[config.mk]
export PLATFORM = sky130hd
export DESIGN_NAME = cmx_pipe_reg
export DESIGN_NICKNAME = d
export VERILOG_FILES = /design/src/hw/rtl/priority_command_mux_with_timeout_top_defines.svh /design/src/hw/rtl/cmx_pipe_reg.sv
export SDC_FILE = /design/constraint.sdc
export NUM_CORES = 1
export LEC_CHECK = 0
export ABC_CLOCK_PERIOD_IN_PS = 1380
export BUFFER_PORTS_ARGS = -buffer_cell sky130_fd_sc_hd__buf_2
export CORE_AREA = 2 2 39 41
export DETAILED_ROUTE_END_ITERATION = 8
export DIE_AREA = 0 0 41 43
export SYNTH_ARGS = -nofsm -noshare
export SYNTH_HDL_FRONTEND = slang
export SYNTH_SLANG_ARGS = --single-unit
[constraint.sdc]
create_clock -name clk_i -period 1.38 [get_ports clk_i]
set_input_delay 0.138 -clock clk_i [delete_from_list [all_inputs] [get_ports clk_i]]
set_output_delay 0.138 -clock clk_i [all_outputs]
set_load 0.02 [all_outputs]
[src/hw/rtl/priority_command_mux_with_timeout_top_defines.svh]
// Assertion macros for the priority command multiplexer.
// Included by files that carry concurrent assertions; depends on nothing.
`ifndef PRIORITY_COMMAND_MUX_WITH_TIMEOUT_TOP_DEFINES_SVH
`define PRIORITY_COMMAND_MUX_WITH_TIMEOUT_TOP_DEFINES_SVH

// Same-cycle implication, disabled while reset is asserted.
`define CMX_ASSERT_IMPLIES(label, clk, rst_n, ante, cons) \
  label: assert property (@(posedge clk) disable iff (!rst_n) (ante) |-> (cons)) \
    else $error("%m: assertion failed");

// Next-cycle implication, disabled while reset is asserted.
`define CMX_ASSERT_NEXT(label, clk, rst_n, ante, cons) \
  label: assert property (@(posedge clk) disable iff (!rst_n) (ante) |=> (cons)) \
    else $error("%m: assertion failed");

`endif

[src/hw/rtl/cmx_pipe_reg.sv]
// Pipeline register stage with valid/ready flow control.
// Generic over the payload width; depends on nothing else.
module cmx_pipe_reg #(
  parameter int unsigned Width = 8
) (
  input  logic             clk_i,
  input  logic             rst_ni,
  input  logic             valid_i,
  input  logic [Width-1:0] data_i,
  output logic             ready_o,
  output logic             valid_o,
  output logic [Width-1:0] data_o,
  input  logic             ready_i
);

  logic             valid_q;
  logic [Width-1:0] data_q;

  // The stage takes a new request when empty or when its content leaves.
  assign ready_o = !valid_q || ready_i;

  always_ff @(posedge clk_i or negedge rst_ni) begin
    if (!rst_ni) begin
      valid_q <= 1'b0;
    end else if (ready_o) begin
      valid_q <= valid_i;
    end
  end

  // Payload needs no reset; it is only looked at while valid.
  always_ff @(posedge clk_i) begin
    if (ready_o && valid_i) begin
      data_q <= data_i;
    end
  end

  assign valid_o = valid_q;
  assign data_o  = data_q;

endmodule

# After elaboration in Yosys (flattened, before gate mapping)

Cells that the tools add are included.

Bits in latches: 0
Input bits: 12
ROM bits: 0
Logic and storage cells: 5
Output and inout port bits: 10
Bits in writable memories: 0
Memories: 0
Bits in registers: 9

Bitwise operators: 0
Reduce and logical (&&, ||, !) cells: 3
Equality and inequality tests: 0
Magnitude comparators: 0
Multiplexer cells: 0
Multipliers: 0
Div/mod/pow operators: 0
Add/subtract/negate cells: 0
Shift operators: 0

Operators by type and width:

| cell              | number |
|---|---|
| $logic_and 1x1->1 | 1 |
| $logic_not 1->1   | 1 |
| $logic_or 1x1->1  | 1 |

# Logic depth before layout (Yosys ltp)

Depth in word-level cells: 3
Mapped depth: 2
Mapped depth without buffers: 2

# Worst setup path after synthesis

Ideal clock, no wire load.

Kind: register to register
Start: register valid_q (netlist: valid_o)
End: register data_q[0] (netlist: data_o[0]) (enable)
Buffers on the path: 0
Period minus slack after synthesis: 1.096 ns
Cell stages (with the launch flop): 3
Setup time: 0.300 ns
Slack: 0.284 ns
Required time: 1.080 ns
Arrival: 0.796 ns
Cell sequence: dfrtp_1 > nand2b_4 > and2_4

Longest elaborated chain between the ends: 3

Ends and longest elaborated chain:

| item                   | RTL line           | source |
|---|---|---|
| start, declared        | cmx_pipe_reg.sv:16 | `logic valid_q;` |
| start signal, assigned | cmx_pipe_reg.sv:26 | `valid_q <= valid_i;` |
| $logic_not 1->1        | cmx_pipe_reg.sv:20 | `assign ready_o = !valid_q \|\| ready_i;` |
| $logic_or 1x1->1       | cmx_pipe_reg.sv:20 |  |
| named net ready_o      | cmx_pipe_reg.sv:10 | `output logic ready_o,` |
| $logic_and 1x1->1      | cmx_pipe_reg.sv:32 | `if (ready_o && valid_i) begin` |
| end signal, assigned   | cmx_pipe_reg.sv:33 | `data_q <= data_i;` |
| end, declared          | cmx_pipe_reg.sv:17 | `logic [Width-1:0] data_q;` |

The timed path passes the listed nets, and every way through them passes these cells.
A chain may end at the register's enable or synchronous reset.

# Worst setup path in the final report

Start: register valid_q (netlist: valid_o)
End: output ready_o

Longest elaborated chain between the ends: 2

Ends and longest elaborated chain:

| item             | RTL line |
|---|---|
| $logic_not 1->1  | cmx_pipe_reg.sv:20 |
| $logic_or 1x1->1 | cmx_pipe_reg.sv:20 |
| end, declared    | cmx_pipe_reg.sv:10 |

Every way passes these cells.

==> flow_results.org <==
** Finish
- Final net count :: 51
- Number of fill cells in the layout :: 138
- Across the whole layout, storage elements account for 265.3 um^2.
- Area growth syn-to-layout :: 54.89%
- The finished layout holds 54 standard cells, fillers aside.
- Area occupied by multi-input gates :: 28.78 um^2
- 0 antenna diodes ended up in the layout.
- Cells with a size suffix above 1 make up 68.42% of the layout.

** Route
- Via total after detailed routing :: 191
- After detailed routing, the average wire length per cell comes to 9.111 um.
- After detailed routing, the total wire length is 492 um.
- Starting DRC count in detailed routing :: 5
- Before antenna repair, the detailed router went through 2 iterations.
- The count of nets left with antenna violations once routing finished came out at 0.
- Average vias per placed instance :: 3.537
- Drc violations :: 0

** Global routing
- Antenna violations before repair :: 0
- After global routing the overflow that remains totals 0.
- The first global-routing pass estimated 696 um of wire.
- Pin count of the biggest net entering global routing :: 9
- The number of global-route vias before repair came to 176.
- Total global-route track usage :: 7.055%

** Logic synthesis
- FF+latch count, synth :: 9
- After synthesis, the largest family of logic cells by area is simple AND/OR/NAND/NOR gates.
- After Yosys synthesis, XOR and XNOR cells account for 0% of the synthesized area.
- The number of nets in the synthesized netlist is 24.
- In this run the cell area of the synthesized design comes to 294.0 um^2.
- Of the total synthesized cell area, the portion taken by AND, OR, NAND and NOR gates is 9.787%.
- A synthesized cell averages 24.50 um^2.
- Number of synthesis warnings :: 0
- Number of cells produced by synthesis :: 12
- Sequential share of the synthesized area :: 90.21%
- The synthesized netlist contains 5 unique library cells.
- Multiplexer cells account for 0% of the synthesized area.
- Synth Area in Compound Gates :: 0%
- The synthesized netlist devotes 0% of its cell area to adder and majority cells.

** Die
- The die is 43 um tall.
- The die covers 1763 um^2.
- The initialized floorplan defines 14 standard-cell rows.
- Once the floorplan was initialized, standard cells occupied 21.25% of the core.
- The floorplan step set the die width to 41 um.
- During I/O placement, the number of pins put on the boundary was 22.
- The core region is 1384 um^2.

** Clocking
- Insertion delay of the later-clocked pin in the worst-skew pair :: 260 ps
- Number of gates resized after cts :: 0
- CTS tree :: yes
- After clock tree synthesis, the clock-pin slew on the worst setup and hold paths is 60 ps.
- Number of buffers inserted during clock tree synthesis :: 3
- CTS saw 9 sinks.
- Post-CTS repair timing setup buffer count :: 0
- After clock tree synthesis, the flow added hold-fix buffers numbering 1.
- The tree is rooted in a clkbuf_4.
- The longest clock path from root to sink contains 2 buffers.
- CTS built an H-tree with a depth of 1.

** Timing
- The worst pin sits at a relative slew slack of 91.22%.
- Final Setup Violations :: 0
- Minimum period implied by the final worst setup slack :: 1050 ps
- Actual slew at the worst max-slew pin :: 131.8 ps
- Number of failing hold endpoints at the final stage :: 0
- Setup TNS :: 0 ps
- Number of max-slew violations in the final report :: 0
- Setup repair after global routing left no endpoint under its margin.
- Across the routed clock network, the largest skew measured is 7.463 ps.
- Timing would allow up to 0.9522 GHz.
- The final critical path takes up 76.10% of the cycle.

** Critical path
- CP Class :: flip-flop to primary output
- Critical Path Sink Type :: primary output
- Crit path launch :: valid_o$_DFFE_PN0P_
- Data on the critical path arrives at its endpoint at 910 ps.
- Worst Path Required :: 1240 ps
- Maximum fanout along the worst path :: 3
- The endpoint identified for the worst register-to-register timing path is data_o[4]$_DFFE_PP_.
- The worst setup path is launched from a flip-flop.
- The worst register-to-register path begins at valid_o$_DFFE_PN0P_.
- Following the worst setup path forward leads to its endpoint at ready_o.
- Setup slack on the worst reg-to-reg path comes out at 390 ps.
- For the worst flop-to-flop path, the logic depth is 2.

** Job
- Maximum capacitance violations :: 0

** Hold path
- Class of the tightest hold or removal check :: primary input to flip-flop
- Number of cells on the worst hold path :: 1

** Placed design
- Last weighted congestion value of the routability-driven placer :: 0.5619
- After detailed placement, the design holds a cell count of 49.
- I/O Buffers :: 21

** Power and ir drop
- Power comes to 0.5882 mW.
- Static leakage :: 0.2036 nW
- Maximum vdd drop :: 0.3631 mV
- Power per Cell Area :: 1291 nW/um^2

** Run status
- Result of the run :: complete, no violations
## critical path, cell delays in order (launching register included)
cell      delay, ps
dfrtp_1         410
nand2b_4         80
buf_2           160
## synth_stat cells, drive strengths merged
library cell | instances | share of area, %
and2 | 1 | 3.0
dfrtp | 1 | 8.5
edfxtp | 8 | 82
nand2b | 2 | 6.8
## state kept, by name, indices dropped and copies added, names as in the netlist
name     count
valid_o      1
data_o       8
## layout by cell type, fill, tap and decap left out
cell type | synthesis | layout
nand2b_1 | 1 | 1
and2_4 | 1 | 1
nand2b_4 | 1 | 1
dfrtp_1 | 1 | 1
clkbuf_1 | 0 | 1
clkbuf_4 | 0 | 3
dlygate4sd3_1 | 0 | 1
edfxtp_1 | 8 | 8
buf_2 | 0 | 21
## where the power goes
group | total (mW) | internal [mW] | switching [mW]
clock network | 0.202 | 0.111 | 0.0903
registers | 0.319 | 0.315 | 0.00455
logic | 0.0672 | 0.0295 | 0.0376
total | 0.588 | 0.456 | 0.133
## final cells by class
type	instances	share of cell area (%)
clock buffer	4	5.769
tap	16	4.396
sequential	9	58.24
timing repair buffer	22	25.27
multi-input combinational	3	6.319
## routing by layer
layer | global-route usage (%) | wire length [um] | part of all wire, %
met3 | 6.283 | 89 | 18
met1 | 6.485 | 210 | 43
met5 | 0 | 0 | 0
met2 | 8.125 | 184 | 37
met4 | 8.000 | 8 | 1.6
## how the worst min path moves through the flow
| stage | startpoint | end | slack, ps |
|---|---|---|---|
| after CTS | data_i[0] | data_o[0]$_DFFE_PP_ | 40 |
| after global routing | data_i[3] | data_o[3]$_DFFE_PP_ | 40 |
| after detailed placement | rst_ni | valid_o$_DFFE_PN0P_ | -90 |
| after floorplan | rst_ni | valid_o$_DFFE_PN0P_ | -160 |
| after global placement | rst_ni | valid_o$_DFFE_PN0P_ | -90 |
| final | data_i[6] | data_o[6]$_DFFE_PP_ | 50 |
## stage by stage
| step | worst slack, ps | cell area [um^2] | hold slack (ps) | utilization [%] |
|---|---|---|---|---|
| CTS | 316.4 | 455.4 | 38.95 | 32.91 |
| finish | 329.8 | 455.4 | 49.13 | 32.91 |
| floorplan | 284.4 | 294.0 | -157.6 | - |
| detailed placement | 402.7 | 419.2 | -85.81 | 30.29 |
| global placement | 426.4 | 419.2 | -86.61 | 30.29 |
| global route | 292.9 | 455.4 | 39.12 | 32.91 |
## kinds of logic (layout without fill, tap and decap cells)
| logic type | Yosys count | after routing |
|---|---|---|
| flip-flops | 9 | 9 |
| buffers and inverters | 0 | 26 |
| AND/OR/NAND/NOR | 3 | 3 |
Note: power is estimated with default switching activity, not from simulation.
