===== src/hw/rtl/priority_command_mux_with_timeout_top_defines.svh =====
// Assertion macros for the priority command multiplexer.
// Included by files that carry concurrent assertions; depends on nothing.
`ifndef PRIORITY_COMMAND_MUX_WITH_TIMEOUT_TOP_DEFINES_SVH
`define PRIORITY_COMMAND_MUX_WITH_TIMEOUT_TOP_DEFINES_SVH

// Same-cycle implication, disabled while reset is asserted.
`define CMX_ASSERT_IMPLIES(label, clk, rst_n, ante, cons) \
  label: assert property (@(posedge clk) disable iff (!rst_n) (ante) |-> (cons)) \
    else $error("%m: assertion failed");

// Next-cycle implication, disabled while reset is asserted.
`define CMX_ASSERT_NEXT(label, clk, rst_n, ante, cons) \
  label: assert property (@(posedge clk) disable iff (!rst_n) (ante) |=> (cons)) \
    else $error("%m: assertion failed");

`endif


===== src/hw/rtl/cmx_pkg.sv =====
// Shared types and constants of the priority command multiplexer.
// Used by the interfaces, cmx_core, the top level and the testbench; depends on nothing.
package cmx_pkg;

  // Default parameter values and fixed field widths.
  localparam int unsigned NumSourcesDef    = 4;
  localparam int unsigned TimeoutBitsDef   = 12;
  localparam int unsigned WordBits         = 32;
  localparam int unsigned NumWords         = 6;
  localparam int unsigned SrcBits          = 2;
  localparam int unsigned ModeBits         = 4;
  localparam int unsigned PrioBits         = 8;
  localparam int unsigned ReqTypeBits      = 2;
  localparam int unsigned CfgIdxBits       = 2;
  localparam int unsigned CfgDataBits      = 48;
  localparam int unsigned PrioTableBits    = 32;
  localparam int unsigned ModeTableBits    = 16;
  localparam int unsigned EmergBits        = 4;
  localparam int unsigned TimeoutTableBits = 48;

  // Request type codes; the fourth code is unused and ignored.
  typedef enum logic [ReqTypeBits-1:0] {
    REQ_CMD  = 2'd0,
    REQ_MODE = 2'd1,
    REQ_TICK = 2'd2
  } req_type_e;

  // Configuration register indexes.
  typedef enum logic [CfgIdxBits-1:0] {
    CFG_PRIO    = 2'd0,
    CFG_MODE    = 2'd1,
    CFG_EMERG   = 2'd2,
    CFG_TIMEOUT = 2'd3
  } cfg_idx_e;

  typedef logic [WordBits-1:0] word_t;

  // One request: element 0 is linear x, up to element 5 which is angular z.
  typedef struct packed {
    logic [ReqTypeBits-1:0]  req_type;
    logic [SrcBits-1:0]      source_index;
    logic [ModeBits-1:0]     new_key_mode;
    word_t [NumWords-1:0]    twist;
  } cmx_req_t;

  // One result, with the twist words in the same order as the request.
  typedef struct packed {
    word_t [NumWords-1:0]    twist;
    logic [SrcBits-1:0]      source;
    logic                    stop;
  } cmx_res_t;

  // Ownership status reported by the decision logic.
  typedef struct packed {
    logic owner_valid;
    logic timer_running;
  } cmx_status_t;

endpackage


===== src/hw/rtl/cmx_core.sv =====
// Configuration registers, ownership state and the per-request decision.
// Depends on cmx_pkg for request, result and status types.
module cmx_core
  import cmx_pkg::*;
#(
  parameter int unsigned NumSources  = NumSourcesDef,
  parameter int unsigned TimeoutBits = TimeoutBitsDef
) (
  input  logic                   clk_i,
  input  logic                   rst_ni,
  input  logic                   cfg_we_i,
  input  logic [CfgIdxBits-1:0]  cfg_idx_i,
  input  logic [CfgDataBits-1:0] cfg_wdata_i,
  input  logic                   req_valid_i,
  input  cmx_req_t               req_i,
  output logic                   req_ready_o,
  output logic                   res_valid_o,
  output cmx_res_t               res_o,
  input  logic                   res_ready_i,
  output cmx_status_t            status_o
);

  // Timeout table widened so that every source's field lies inside it.
  localparam int unsigned SpanBits    = (1 << SrcBits) * TimeoutBits;
  localparam int unsigned ToutExtBits =
      (TimeoutTableBits > SpanBits) ? TimeoutTableBits : SpanBits;
  localparam int unsigned OffBits     = $clog2(ToutExtBits);

  logic [PrioTableBits-1:0]    prio_tab_q;
  logic [ModeTableBits-1:0]    mode_tab_q;
  logic [EmergBits-1:0]        emerg_q;
  logic [TimeoutTableBits-1:0] tout_tab_q;

  logic [ModeBits-1:0]    key_mode_q, key_mode_d;
  logic                   owner_valid_q, owner_valid_d;
  logic [SrcBits-1:0]     owner_idx_q, owner_idx_d;
  logic [TimeoutBits-1:0] ticks_q, ticks_d;

  logic                   advance;
  logic                   emit;
  logic [SrcBits-1:0]     src;
  logic                   in_range;
  logic [PrioBits-1:0]    src_prio;
  logic [PrioBits-1:0]    owner_prio;
  logic [ModeBits-1:0]    src_mode;
  logic                   src_emerg;
  logic [ToutExtBits-1:0] tout_ext;
  logic [OffBits-1:0]     tout_off;
  logic [TimeoutBits-1:0] tout_raw;
  logic [TimeoutBits-1:0] tout_reload;
  logic                   take_over;

  // A request is decided in the cycle that its result can be registered.
  assign req_ready_o = res_ready_i;
  assign advance     = req_valid_i && res_ready_i;

  // Configuration writes.
  always_ff @(posedge clk_i or negedge rst_ni) begin
    if (!rst_ni) begin
      prio_tab_q <= '0;
      mode_tab_q <= '0;
      emerg_q    <= '0;
      tout_tab_q <= '0;
    end else if (cfg_we_i) begin
      unique case (cfg_idx_e'(cfg_idx_i))
        CFG_PRIO:    prio_tab_q <= cfg_wdata_i[PrioTableBits-1:0];
        CFG_MODE:    mode_tab_q <= cfg_wdata_i[ModeTableBits-1:0];
        CFG_EMERG:   emerg_q    <= cfg_wdata_i[EmergBits-1:0];
        CFG_TIMEOUT: tout_tab_q <= cfg_wdata_i[TimeoutTableBits-1:0];
      endcase
    end
  end

  // Per-source settings of the requesting source and of the owner.
  assign src        = req_i.source_index;
  assign in_range   = (32'(src) < NumSources);
  assign src_prio   = prio_tab_q[{src, 3'b000} +: PrioBits];
  assign owner_prio = prio_tab_q[{owner_idx_q, 3'b000} +: PrioBits];
  assign src_mode   = mode_tab_q[{src, 2'b00} +: ModeBits];
  assign src_emerg  = emerg_q[src];

  // Timeout reload value; a zero count counts as one tick.
  assign tout_ext    = ToutExtBits'(tout_tab_q);
  assign tout_off    = OffBits'(src) * OffBits'(TimeoutBits);
  assign tout_raw    = tout_ext[tout_off +: TimeoutBits];
  assign tout_reload = (tout_raw == '0) ? TimeoutBits'(1) : tout_raw;

  // An in-range emergency source always wins; otherwise the mode must match and,
  // with an owner present, the priority must be at least the owner's.
  assign take_over = in_range &&
                     (src_emerg ||
                      ((src_mode == key_mode_q) &&
                       (!owner_valid_q || (src_prio >= owner_prio))));

  // Decision and next state.
  always_comb begin
    key_mode_d    = key_mode_q;
    owner_valid_d = owner_valid_q;
    owner_idx_d   = owner_idx_q;
    ticks_d       = ticks_q;
    emit          = 1'b0;
    res_o         = '0;
    unique case (req_i.req_type)
      REQ_CMD: begin
        if (take_over) begin
          owner_valid_d = 1'b1;
          owner_idx_d   = src;
          ticks_d       = tout_reload;
          emit          = 1'b1;
          res_o.twist   = req_i.twist;
          res_o.source  = src;
        end
      end
      REQ_MODE: begin
        if (req_i.new_key_mode != key_mode_q) begin
          key_mode_d    = req_i.new_key_mode;
          owner_valid_d = 1'b0;
          owner_idx_d   = '0;
          ticks_d       = '0;
          emit          = 1'b1;
          res_o.stop    = 1'b1;
        end
      end
      REQ_TICK: begin
        if (ticks_q != '0) begin
          ticks_d = ticks_q - TimeoutBits'(1);
          if (ticks_q == TimeoutBits'(1)) begin
            owner_valid_d = 1'b0;
            owner_idx_d   = '0;
            emit          = 1'b1;
            res_o.stop    = 1'b1;
          end
        end
      end
      default: begin
        emit = 1'b0;
      end
    endcase
  end

  // State update once the request is taken.
  always_ff @(posedge clk_i or negedge rst_ni) begin
    if (!rst_ni) begin
      key_mode_q    <= '0;
      owner_valid_q <= 1'b0;
      owner_idx_q   <= '0;
      ticks_q       <= '0;
    end else if (advance) begin
      key_mode_q    <= key_mode_d;
      owner_valid_q <= owner_valid_d;
      owner_idx_q   <= owner_idx_d;
      ticks_q       <= ticks_d;
    end
  end

  assign res_valid_o            = advance && emit;
  assign status_o.owner_valid   = owner_valid_q;
  assign status_o.timer_running = (ticks_q != '0);

endmodule


===== config.mk =====
export PLATFORM = sky130hd
export DESIGN_NAME = cmx_core
export DESIGN_NICKNAME = d
export VERILOG_FILES = /design/src/hw/rtl/priority_command_mux_with_timeout_top_defines.svh /design/src/hw/rtl/cmx_pkg.sv /design/src/hw/rtl/cmx_core.sv
export SDC_FILE = /design/constraint.sdc
export NUM_CORES = 1
export LEC_CHECK = 0
export BUFFER_PORTS_ARGS = -buffer_cell sky130_fd_sc_hd__buf_2
export CAP_MARGIN = 0
export CORE_AREA = 2 2 177 179
export DETAILED_ROUTE_END_ITERATION = 12
export DIE_AREA = 0 0 179 181
export HOLD_SLACK_MARGIN = 0.03
export PLACE_DENSITY = 0.58
export SLEW_MARGIN = 20
export SYNTH_ARGS = -nofsm -noshare
export SYNTH_HDL_FRONTEND = slang
export SYNTH_SLANG_ARGS = --single-unit

===== constraint.sdc =====
create_clock -name clk_i -period 8.5 [get_ports clk_i]
set_input_delay 0.425 -clock clk_i [delete_from_list [all_inputs] [get_ports clk_i]]
set_output_delay 0.425 -clock clk_i [all_outputs]
set_load 0.005 [all_outputs]

# Yosys cells after proc, flatten, opt, wreduce, memory -nomap -nowiden
# Cells that the tools add are included.
word_totals:
  register_bits: 119
  in_bits: 255
  output_inout_bits: 199
  wordCells: 71
op_classes:
  add_sub_neg: 1
  multipliers: 1
  order_cmp: 2
  eq_ne: 12
  n_shift: 4
  n_mux: 25
  n_reduce_logical: 18
op_table:
  columns: ["operator", "count"]
  rows:
  - ["194-bit 2-to-1 mux", 2]
  - ["32-bit by 6-bit variable part select with 8-bit output", 2]
  - ["12-bit 2-to-1 mux", 4]
  - ["48-bit by 7-bit variable part select with 12-bit output", 1]
  - ["12-bit case mux with 3 select lines", 1]
  - ["16-bit by 5-bit variable part select with 4-bit output", 1]
  - ["12-bit by 1-bit == test with 1-bit output (second input constant)", 1]
  - ["12-bit zero test", 1]
  - ["12-bit nonzero test", 1]
  - ["12-bit by 1-bit subtractor with 12-bit output (second input constant)", 1]
  - ["1-bit 2-to-1 mux", 9]
  - ["8-bit >= comparator", 1]
  - ["2-bit 2-to-1 mux", 4]
  - ["2-bit inequality test (second input constant)", 4]
  - ["2-bit AND reduction", 4]
  - ["2-bit == test (second input constant)", 3]
  - ["1-bit case mux with 3 select lines", 2]
  - ["2-bit case mux with 3 select lines", 1]
  - ["6-bit AND reduction", 1]
  - ["5-bit AND reduction", 1]
  - ["2-bit by 1-bit == test with 1-bit output (second input constant)", 2]
  - ["4-bit == test", 1]
  - ["2-bit zero test", 2]
  - ["2-bit by 2-bit multiplier with 4-bit output (second input constant)", 1]
  - ["other kinds (9)", 12]

# Longest topological paths before layout
# Gate-level depths: netlist of run 1.
depth:
  depth_word: 8
  depth_mapped: 14
  depth_no_buf: 9

# Least setup slack after synthesis of run 1
# No wires, ideal clock.
synth_timing:
  path_type: "input-to-output"
  startpoint: "in req_i[196] (netlist bit)"
  endpoint: "out res_o[100] (netlist bit)"
  t_arrival_ns: 3.772
  required_time_ns: 8.075
  setup_slack_ns: 4.303
  cell_stages: 13
  n_path_buf: 5
  path_cell_list: "buf_6 buf_2 buf_1 mux4_2 ha_1 a211oi_1 o21ai_0 a221oi_1 nor3_1 o21a_2 buf_4 buf_2 and2_1"
synth_rtl:
  columns: ["item", "line_no", "text"]
  rows:
  - ["start: declaration", "cmx_core.sv:15", "input cmx_req_t req_i,"]
  - ["end: declaration", "cmx_core.sv:18", "output cmx_res_t res_o,"]

==> metrics.txt, run 1 <==
sequential share of power=37.7%; first-pass GRT wire length=42,500 µm; core outline area=30,300 µm²; Final period util=57.8%; nets=1,350; final hold vios=0; WS Path Type=register to output port; syn avg cell area=11.4 µm²; Detail Route Antenna Nets=0; fraction of layout cells with a size suffix above 1=57.6%; GPL Wtd Cong=0.866; Cells after Synth=646; CP max stage cell=dfrtp_1; Setup violations, final=0; Slew headroom=36.3%; WHS Endpoint=tout_ext[46]$_DFFE_PN0P_; Clock Latency Late Sink=420 ps; routed vias=6,790; clock group share of total power=31.3%; Synth Cell Area=7390 µm²; R2R depth=9; Site Rows=64; Initial Utilization=24.4%; Data arrival, critical path=4490 ps; asr flop ratio synth=100%; via/cell ratio=4.55; reg2reg start=owner_idx_q[0]$_DFFE_PN0P_; Layout area overhead=42.7%; Hold WC Path Type=primary input to register; initial antenna violation count=8; clk sink count=119; critical path, cell by cell=mux4_2, inv_1, ha_1, a211oi_1, o21ai_0, a221oi_1, nor3_1, o21a_4, buf_4, and2_1, buf_2; power density cells=196 nW/µm²; die area=32,400 µm²; sw power=0.643 mW; CTS clock-pin slew for the worst setup and hold paths=50 ps; die width=179 µm; Startpoint Class=register; fmax=0.204 GHz; post-layout util=34.8%; Lkg Pwr=5.44 nW; Yosys warnings=0; Slew Limit Fails=0; H-tree Lvls=4; Hold Crit Start=cfg_wdata_i[46]; Layout fillers=3,136; R2R Path End=ticks_q[0]$_DFFE_PN0P_; crit-path max FO=122; Top FF cell, synth=dfrtp_1; fin crit period=4910 ps; Final TNS setup=0 ps; final worst slack=3590 ps; register area share after synthesis=40.3%; R2R setup slack=4850 ps; hpwl dp=24,400 µm; TritonCTS clock tree=done; Int Pwr=1.42 mW; CP Capture Type=output port; wire length per cell=20.2 µm; #FFs+latches synth=119; # DRC=0; I/O pin count=454; Worst Hold Path Cells=2; Max stage delay on crit path=680 ps; MaxCap Viol Count=0; largest net degree at the start of global routing=123; vias in the first global route=6,632; 1st-iter DRT viols=291; DR pass1 iterations=4; Multi-input gate area=4150 µm²; Synth Net Count=916; GRT overflow=0; Die Y=181 µm; Critical Path RT=8080 ps; clock root cell=clkbuf_16; Net Sw Frac=31.1%; routed wire length=30,200 µm; Reg area=2980 µm²; RSZ-0062 raised after global routing=false; Max clock buf depth=2; worst-margin pin slew=946 ps; Max IR drop VDD=0.173 mV; Total GRT Usage=17.8%; Post-synth EDFFs=0; Num CTS Buffers=17; clock skew=5.04 ps; status=finished clean; synth unique cells=47; combinational share of power=31.0%; Setup WS pre-CTS=3650 ps; input/output buffers=453
-- cell usage after synthesis, drive strengths merged, types with 2 or more instances --
cell	instances	area, µm²
nor2	9	33.8
buf	27	159
clkbuf	17	63.8
a21oi	10	50.1
nand3	10	62.6
mux2	108	1220
mux4	33	751
nor4	7	43.8
nand2	15	58.8
or3	4	25.0
ha	15	188
a32oi	2	17.5
a22oi	2	15.0
nor3	8	40.0
o211ai	2	15.0
nand2b	3	18.8
o2bb2ai	9	78.8
o21ai	6	30.0
o21a	2	16.3
dfrtp	119	2980
nand3b	3	22.5
nor2b	2	12.5
xnor2	4	35.0
xor2	4	35.0
and2	196	1230
nor3b	2	15.0
inv	15	56.3
-- power groups by stage --
stage	registers, mW	logic, mW	clock network [mW]
2_1_floorplan	0.745	0.425	0
3_3_place_gp	0.783	0.642	0
3_5_place_dp	0.788	0.645	0
4_1_cts	0.779	0.650	0.660
5_1_grt	0.796	0.702	0.690
6_report	0.778	0.640	0.645
-- registers in the layout (all words and copies together) (netlist names) --
register       flops
tout_ext          48
prio_tab_q        32
mode_tab_q        16
ticks_q           12
emerg_q            4
key_mode_q         4
owner_idx_q        2
owner_valid_q      1
-- metal layers --
layer / GRT usage (%) / up-vias / share of wire (%)
met3: 5.28 / 41 / 7.8
met2: 29.6 / 233 / 48
li1: - / 3127 / -
met5: 0 / - / 0.19
met4: 4.13 / 8 / 1.5
met1: 22.8 / 3381 / 42
-- layout by cell type, fill, tap and decap left out, types with 2 or more instances in the layout --
cell type	n
a21oi_1	10
a22oi_1	2
a32oi_1	2
and2_1	196
buf_2	452
buf_4	5
clkbuf_1	2
clkbuf_16	17
clkbuf_8	4
clkinv_2	7
clkinvlp_4	2
dfrtp_1	119
diode_2	4
ha_1	15
inv_1	15
mux2_1	4
mux2_2	104
mux4_1	2
mux4_2	31
nand2_1	14
nand2b_1	3
nand3_1	8
nand3b_1	3
nor2_1	9
nor2b_1	2
nor3_1	8
nor4_1	7
o211ai_1	2
o21ai_0	6
o2bb2ai_1	9
or3_1	4
xnor2_1	4
xor2_1	4
-- cell type report --
class                   count  share of cell area (%)
diodes                      4                  0.0949
clock buffers              23                    4.63
multi-input cells         468                    39.4
clock inverters             9                   0.474
flip-flops and latches    119                    28.2
repair buffers            459                    22.0
inverters                  15                   0.534
well taps                 396                    4.70
-- how the worst max path moves through the flow --
stage | depth (start not counted) | slack, ps | endpoint | startpoint
2_1_floorplan | 13 | 4300 | res_o[100] | req_i[196]
3_3_place_gp | 12 | 3660 | res_o[49] | req_i[196]
3_5_place_dp | 12 | 3650 | res_o[49] | req_i[196]
4_1_cts | 11 | 3520 | res_o[108] | owner_idx_q[0]$_DFFE_PN0P_
5_1_grt | 11 | 3210 | res_o[108] | owner_idx_q[0]$_DFFE_PN0P_
6_report | 11 | 3590 | res_o[194] | owner_idx_q[0]$_DFFE_PN0P_
-- what timing repair did --
action | CTS | global route
hold buffers | 1 | 0
setup buffers | 0 | 0
resized for setup | 0 | 0
endpoints found under the hold margin | 39 | 0
-- logic make-up (layout without fill, tap and decap cells) --
group | count (synthesis) | after routing | share of synthesized area (%)
simple gates | 260 | 260 | 21.2
buf+inv | 59 | 506 | 3.77
mux | 142 | 142 | 26.7
xor+xnor | 8 | 8 | 0.948
flops | 119 | 119 | 40.3
compound gates | 43 | 43 | 4.54
fa+ha+maj | 15 | 15 | 2.54
other cells | 0 | 4 | 0
-- worst max-delay path, delay by kind of cell, from the launching register on --
kind	cells	cell delay (ps)
simple gates	2	480
buf+inv	3	640
compound gates	4	1360
fa+ha+maj	1	240
mux	1	570
flops	1	680
-- stage by stage --
stage | hold slack (ps) | area, µm² | instances | total power, mW
after global routing | 223 | 10500 | 1492 | 2.19
after global placement | 447 | 9990 | 1456 | 1.42
final | 236 | 10600 | 1493 | 2.06
after floorplan | 129 | 7390 | 646 | 1.17
after detailed placement | 445 | 9990 | 1456 | 1.43
after CTS | 217 | 10500 | 1489 | 2.09
(Power assumes the default switching activity.)
==> run 2, diff against run 1 <==
--- a/config.mk
+++ b/config.mk
@@ -5,13 +5,14 @@
 export SDC_FILE = /design/constraint.sdc
 export NUM_CORES = 1
 export LEC_CHECK = 0
+export ABC_AREA = 1
 export BUFFER_PORTS_ARGS = -buffer_cell sky130_fd_sc_hd__buf_2
 export CAP_MARGIN = 0
-export CORE_AREA = 2 2 177 179
+export CORE_AREA = 2 2 178 180
 export DETAILED_ROUTE_END_ITERATION = 12
-export DIE_AREA = 0 0 179 181
+export DIE_AREA = 0 0 180 182
 export HOLD_SLACK_MARGIN = 0.03
-export PLACE_DENSITY = 0.58
+export PLACE_DENSITY = 0.63
 export SLEW_MARGIN = 20
 export SYNTH_ARGS = -nofsm -noshare
 export SYNTH_HDL_FRONTEND = slang
==> constraint.sdc (replaced) <==
create_clock -name clk_i -period 4 [get_ports clk_i]
set_input_delay 0.2 -clock clk_i [delete_from_list [all_inputs] [get_ports clk_i]]
set_output_delay 0.2 -clock clk_i [all_outputs]
set_load 0.005 [all_outputs]
==> metrics.txt, run 2 <==
register area share after synthesis=36.0%; top-count cell post-synth=nand2_1; Slew Limit Fails=0; #FFs+latches synth=119; Max IR drop VDD=0.307 mV; delay-heaviest family, CP=buffers and inverters; synth unique cells=29; Total GRT Usage=21.7%; routed vias=9,409; most frequent cells in the layout=buf_2 (452), nand2_1 (269), inv_1 (259); clk sink count=119; largest net degree at the start of global routing=81; syn avg cell area=6.80 µm²; TritonCTS clock tree=done; top post-synthesis cells by area=dfrtp_1 (36%), nand2_1 (12%), inv_1 (12%), nor2_2 (6.9%), o21ai_0 (6.8%); # DRC=0; core outline area=31,000 µm²; design area=11,900 µm²; combinational share of power=28.9%; clock skew=9.26 ps; CTS clock-pin slew for the worst setup and hold paths=60 ps; Largest register FFs=48; synth cell count leaders=nand2_1 (269), inv_1 (259), nor2_1 (136), dfrtp_1 (119), o21ai_0 (112); Site Rows=65; Layout area overhead=43.2%; I/O pin count=454; Startpoint Class=register; Top FF cell, synth=dfrtp_1; fraction of layout cells with a size suffix above 1=38.0%; Crit path depth=19; R2R depth=17; Net Sw Frac=32.8%; GPL Wtd Cong=0.942; Detail Route met2 WL=16,300 µm; Max clock buf depth=2; crit-path max FO=34; CP max stage cell=dfrtp_1; fin crit period=3590 ps; Yosys top cell area share=36.0%; nets=1,953; Final period util=89.7%; wire length per cell=17.4 µm; hpwl dp=30,200 µm; status=finished clean; Die Y=182 µm; clock group share of total power=36.9%; Critical Path RT=3800 ps; sequential share of power=34.2%; Clock Latency Late Sink=420 ps; Worst Hold Path Cells=3; WS Path Type=register to output port; Detail Route Antenna Nets=0; met1 WL=16,000 µm; Lkg Pwr=7.23 nW; Data arrival, critical path=3390 ps; Int Pwr=3.14 mW; 1st-iter DRT viols=714; input/output buffers=453; Num CTS Buffers=17; Synth area leader=dfrtp_1; routed wire length=36,600 µm; power density cells=394 nW/µm²; WL met3=3060 µm; H-tree Lvls=4; Final TNS setup=0 ps; worst-margin pin slew=957 ps; asr flop ratio synth=100%; Slew headroom=36.0%; Cells after Synth=1,217; die area=32,800 µm²; Synth Cell Area=8270 µm²; GRT overflow=0; Synth Net Count=1,487; Setup violations, final=0; cts hold-fix bufs=21; DR pass1 iterations=6; critical path, cell by cell=inv_1, o21ai_0, o22ai_1, ha_1, inv_1, nand2_1, nand2_1, nand2_1, nand2_1, nand2_1, nand2_1, nand2_1, nand3_2, nand2_2, nand2_8, buf_12, buf_12, nor2_2, buf_2; Yosys warnings=0; final hold vios=0; MaxCap Viol Count=0; Layout fillers=3,310; Post-Place Cell Area=11,000 µm²; Post-synth EDFFs=0; via/cell ratio=4.48; CP Capture Type=output port; Hold WC Path Type=primary input to register; first-pass GRT wire length=54,000 µm; fmax=0.279 GHz; clock root cell=clkbuf_16; commonest non-fill, non-tap cell in the layout=buf_2; Post-CTS Repair Setup Buffers=0; worst path bufs/invs=5; Initial Utilization=26.7%; vias in the first global route=8,843; sw power=1.53 mW; number of gates resized after CTS=0; initial antenna violation count=10; top sig layer=met5; most used cell along the critical path=nand2_1; RSZ-0062 raised after global routing=false; Max stage delay on crit path=410 ps; die width=180 µm
run 2: changes by cell type after synthesis, sizes merged, moves of 8 or more:
cell | previous run | this run
nand3 | 10 | 59
a32o | 1 | 9
o2bb2ai | 9 | 0
o21ai | 6 | 112
mux4 | 33 | 0
nor2 | 9 | 237
nand2 | 15 | 271
o22ai | 0 | 15
mux2 | 108 | 16
inv | 15 | 260
and2 | 196 | 0
nand4 | 0 | 17
clkbuf | 17 | 33
run 2: final timing paths:
kind | start | to | slack [ps]
setup / recovery | owner_idx_q[1]$_DFFE_PN0P_ | res_o[87] | 410
hold / removal | cfg_wdata_i[31] | tout_ext[31]$_DFFE_PN0P_ | 70
setup reg to reg | owner_idx_q[1]$_DFFE_PN0P_ | ticks_q[0]$_DFFE_PN0P_ | 1340
hold reg to reg | ticks_q[1]$_DFFE_PN0P_ | ticks_q[1]$_DFFE_PN0P_ | 470
max in group asynchronous | rst_ni | ticks_q[3]$_DFFE_PN0P_ | 2720
min in group asynchronous | rst_ni | tout_ext[42]$_DFFE_PN0P_ | 330
run 2: tightest hold or removal path, cell delays in order:
cell,delay (ps)
buf_2,100
inv_1,60
o21ai_0,90
run 2: power groups by stage:
| stage | sequential [mW] | clock, mW | combinational (mW) |
|---|---|---|---|
| after floorplan | 1.55 | 0 | 0.852 |
| after global placement | 1.61 | 0 | 1.32 |
| after detailed placement | 1.61 | 0 | 1.34 |
| after CTS | 1.59 | 1.74 | 1.36 |
| after global routing | 1.63 | 1.80 | 1.53 |
| final | 1.60 | 1.72 | 1.35 |
run 2: kinds of logic (layout without fill, tap and decap cells):
kind of cell / count (synthesis) / after routing / share of synthesized area [%]
xor+xnor: 6 / 6 / 0.635
buf+inv: 324 / 803 / 17.0
flops: 119 / 119 / 36.0
other cells: 0 / 3 / 0
simple gates: 586 / 586 / 32.0
mux: 16 / 16 / 2.18
fa+ha+maj: 15 / 15 / 2.27
compound gates: 151 / 151 / 9.94
run 2: layout make-up:
cell class	instances	area [µm²]	area share, %
Antenna cell	3	7.51	0.0634
Clock inverter	11	195	1.65
Multi-Input combinational cell	774	3900	32.9
Tap cell	402	503	4.24
Inverter	260	976	8.24
Timing Repair Buffer	511	2820	23.8
Clock buffer	21	470	3.97
Sequential cell	119	2980	25.1
run 2: per-stage QoR:
stage                     instances  hold WS (ps)  setup WS (ps)  utilization, %  total power, mW
after global placement         2045           253            833            35.4             2.93
final                          2101          71.9            412            38.2             4.67
after detailed placement       2045           252            823            35.4             2.95
after CTS                      2098          65.5            397            38.2             4.69
after global routing           2098          79.5            214            38.2             4.95
after floorplan                1217         -95.6           1330               -             2.40
run 2: routing by layer:
metal,vias to the layer above,global-route usage [%]
met5,-,0
met1,4367,29.2
li1,4596,-
met3,65,5.40
met4,6,7.84
met2,375,33.7
==> run 3, diff against run 2 <==
--- a/config.mk
+++ b/config.mk
@@ -11,6 +11,7 @@
 export CORE_AREA = 2 2 178 180
 export DETAILED_ROUTE_END_ITERATION = 12
 export DIE_AREA = 0 0 180 182
+export GPL_TIMING_DRIVEN = 0
 export HOLD_SLACK_MARGIN = 0.03
 export PLACE_DENSITY = 0.63
 export SLEW_MARGIN = 20
==> metrics.txt, run 3 (synthesis results as in run 2) <==
Final period util=94.1%; core outline area=31,000 µm²; delay-heaviest family, CP=simple AND/OR/NAND/NOR gates; I/O pin count=454; Layout area overhead=43.6%; fin crit period=3770 ps; Hold WC Path Type=primary input to register; Slew headroom=60.6%; fmax=0.266 GHz; Critical Path RT=3800 ps; R2R depth=19; clk sink count=119; vias in the first global route=9,368; nets=1,977; die area=32,800 µm²; most frequent cells in the layout=buf_2 (460), nand2_1 (269), inv_1 (259); clock root cell=clkbuf_16; RSZ-0062 raised after global routing=false; Data arrival, critical path=3570 ps; initial antenna violation count=8; 1st-iter DRT viols=647; commonest non-fill, non-tap cell in the layout=buf_2; Initial Utilization=26.7%; Slew Limit Fails=0; Max clock buf depth=2; MaxCap Viol Count=0; critical path, cell by cell=inv_1, buf_1, a21oi_1, a32o_1, ha_1, nand2_1, nand2_1, nand2_1, nand2_1, nand2_1, nand2_1, nand3_2, nand2_2, nand2_4, buf_2, nor2_1, buf_2; largest net degree at the start of global routing=71; power density cells=384 nW/µm²; first-pass GRT wire length=56,300 µm; H-tree Lvls=4; Die Y=182 µm; routed wire length=38,000 µm; Crit path depth=17; WS Path Type=register to output port; Final TNS setup=0 ps; worst path bufs/invs=4; GPL Wtd Cong=0.948; worst-margin pin slew=589 ps; Total GRT Usage=22.6%; fraction of layout cells with a size suffix above 1=37.2%; Setup violations, final=0; final hold vios=0; CP Capture Type=output port; Num CTS Buffers=17; Site Rows=65; Lkg Pwr=7.22 nW; CP max stage cell=nor2_1; CTS clock-pin slew for the worst setup and hold paths=50 ps; Max IR drop VDD=0.296 mV; most used cell along the critical path=nand2_1; wire length per cell=17.9 µm; Startpoint Class=register; input/output buffers=453; Clock Latency Late Sink=420 ps; Detail Route Antenna Nets=0; post-layout util=38.3%; hpwl dp=31,800 µm; crit-path max FO=10; GRT overflow=0; DR pass1 iterations=5; status=finished clean; clock skew=8.96 ps; TritonCTS clock tree=done; Max stage delay on crit path=460 ps; routed vias=9,648; # DRC=0; Worst Hold Path Cells=2; Pwr Total=4.56 mW; Largest register FFs=48; die width=180 µm; via/cell ratio=4.54
[run 3: cell types whose count changed in the layout (fill, tap and decap cells not counted), sizes merged]
cell	before	now
dlygate4sd3	21	19
buf	490	485
bufinv	5	3
clkbuf	21	51
clkinv	3	5
diode	3	2
inv	260	261
[run 3: where the power goes]
part	internal [mW]	switching, mW	leakage (nW)
combinational	0.565	0.814	5.45
clock	1.01	0.569	0.292
sequential	1.42	0.180	1.48
[run 3: timing repair]
action,CTS,global route
hold buffers,19,0
hold endpoints to repair,67,0
buffers inserted,0,0
gates resized for setup,0,6
setup endpoints to repair,0,142
[run 3: worst paths after layout]
path,endpoint,from,slack (ps)
min in group asynchronous,emerg_q[0]$_DFFE_PN0P_,rst_ni,280
min reg2reg,ticks_q[1]$_DFFE_PN0P_,ticks_q[1]$_DFFE_PN0P_,470
max reg2reg,ticks_q[5]$_DFFE_PN0P_,owner_idx_q[1]$_DFFE_PN0P_,1090
max in group asynchronous,owner_idx_q[0]$_DFFE_PN0P_,rst_ni,2980
max,res_o[14],owner_idx_q[1]$_DFFE_PN0P_,230
min,tout_ext[43]$_DFFE_PN0P_,cfg_wdata_i[43],30
[run 3: layout make-up]
class	count	area [µm²]
tap	402	503
fill	3294	19100
clock inverter	12	150
timing repair buffer	473	2490
buffer	62	429
clock buffer	20	457
antenna	2	5.00
sequential	119	2980
multi-input combinational	774	3890
inverter	260	976
[run 3: per-stage QoR]
| step | instance area [µm²] | instances | hold WS (ps) | setup slack [ps] |
|---|---|---|---|---|
| finish | 11900 | 2124 | 34.6 | 234 |
| global route | 11900 | 2123 | 43.6 | 58.4 |
| CTS | 11900 | 2124 | 35.0 | 53.6 |
| detailed placement | 11100 | 2073 | 177 | 236 |
| global placement | 11000 | 2072 | 436 | 254 |
| floorplan | 8270 | 1217 | -95.6 | 1330 |
[run 3: routing by layer]
metal / up-vias / wire length, µm / track usage [%]
li1: 4657 / - / -
met2: 407 / 17600 / 36.9
met5: - / 46 / 0
met1: 4527 / 17200 / 30.9
met4: 6 / 745 / 5.76
met3: 51 / 2430 / 4.05
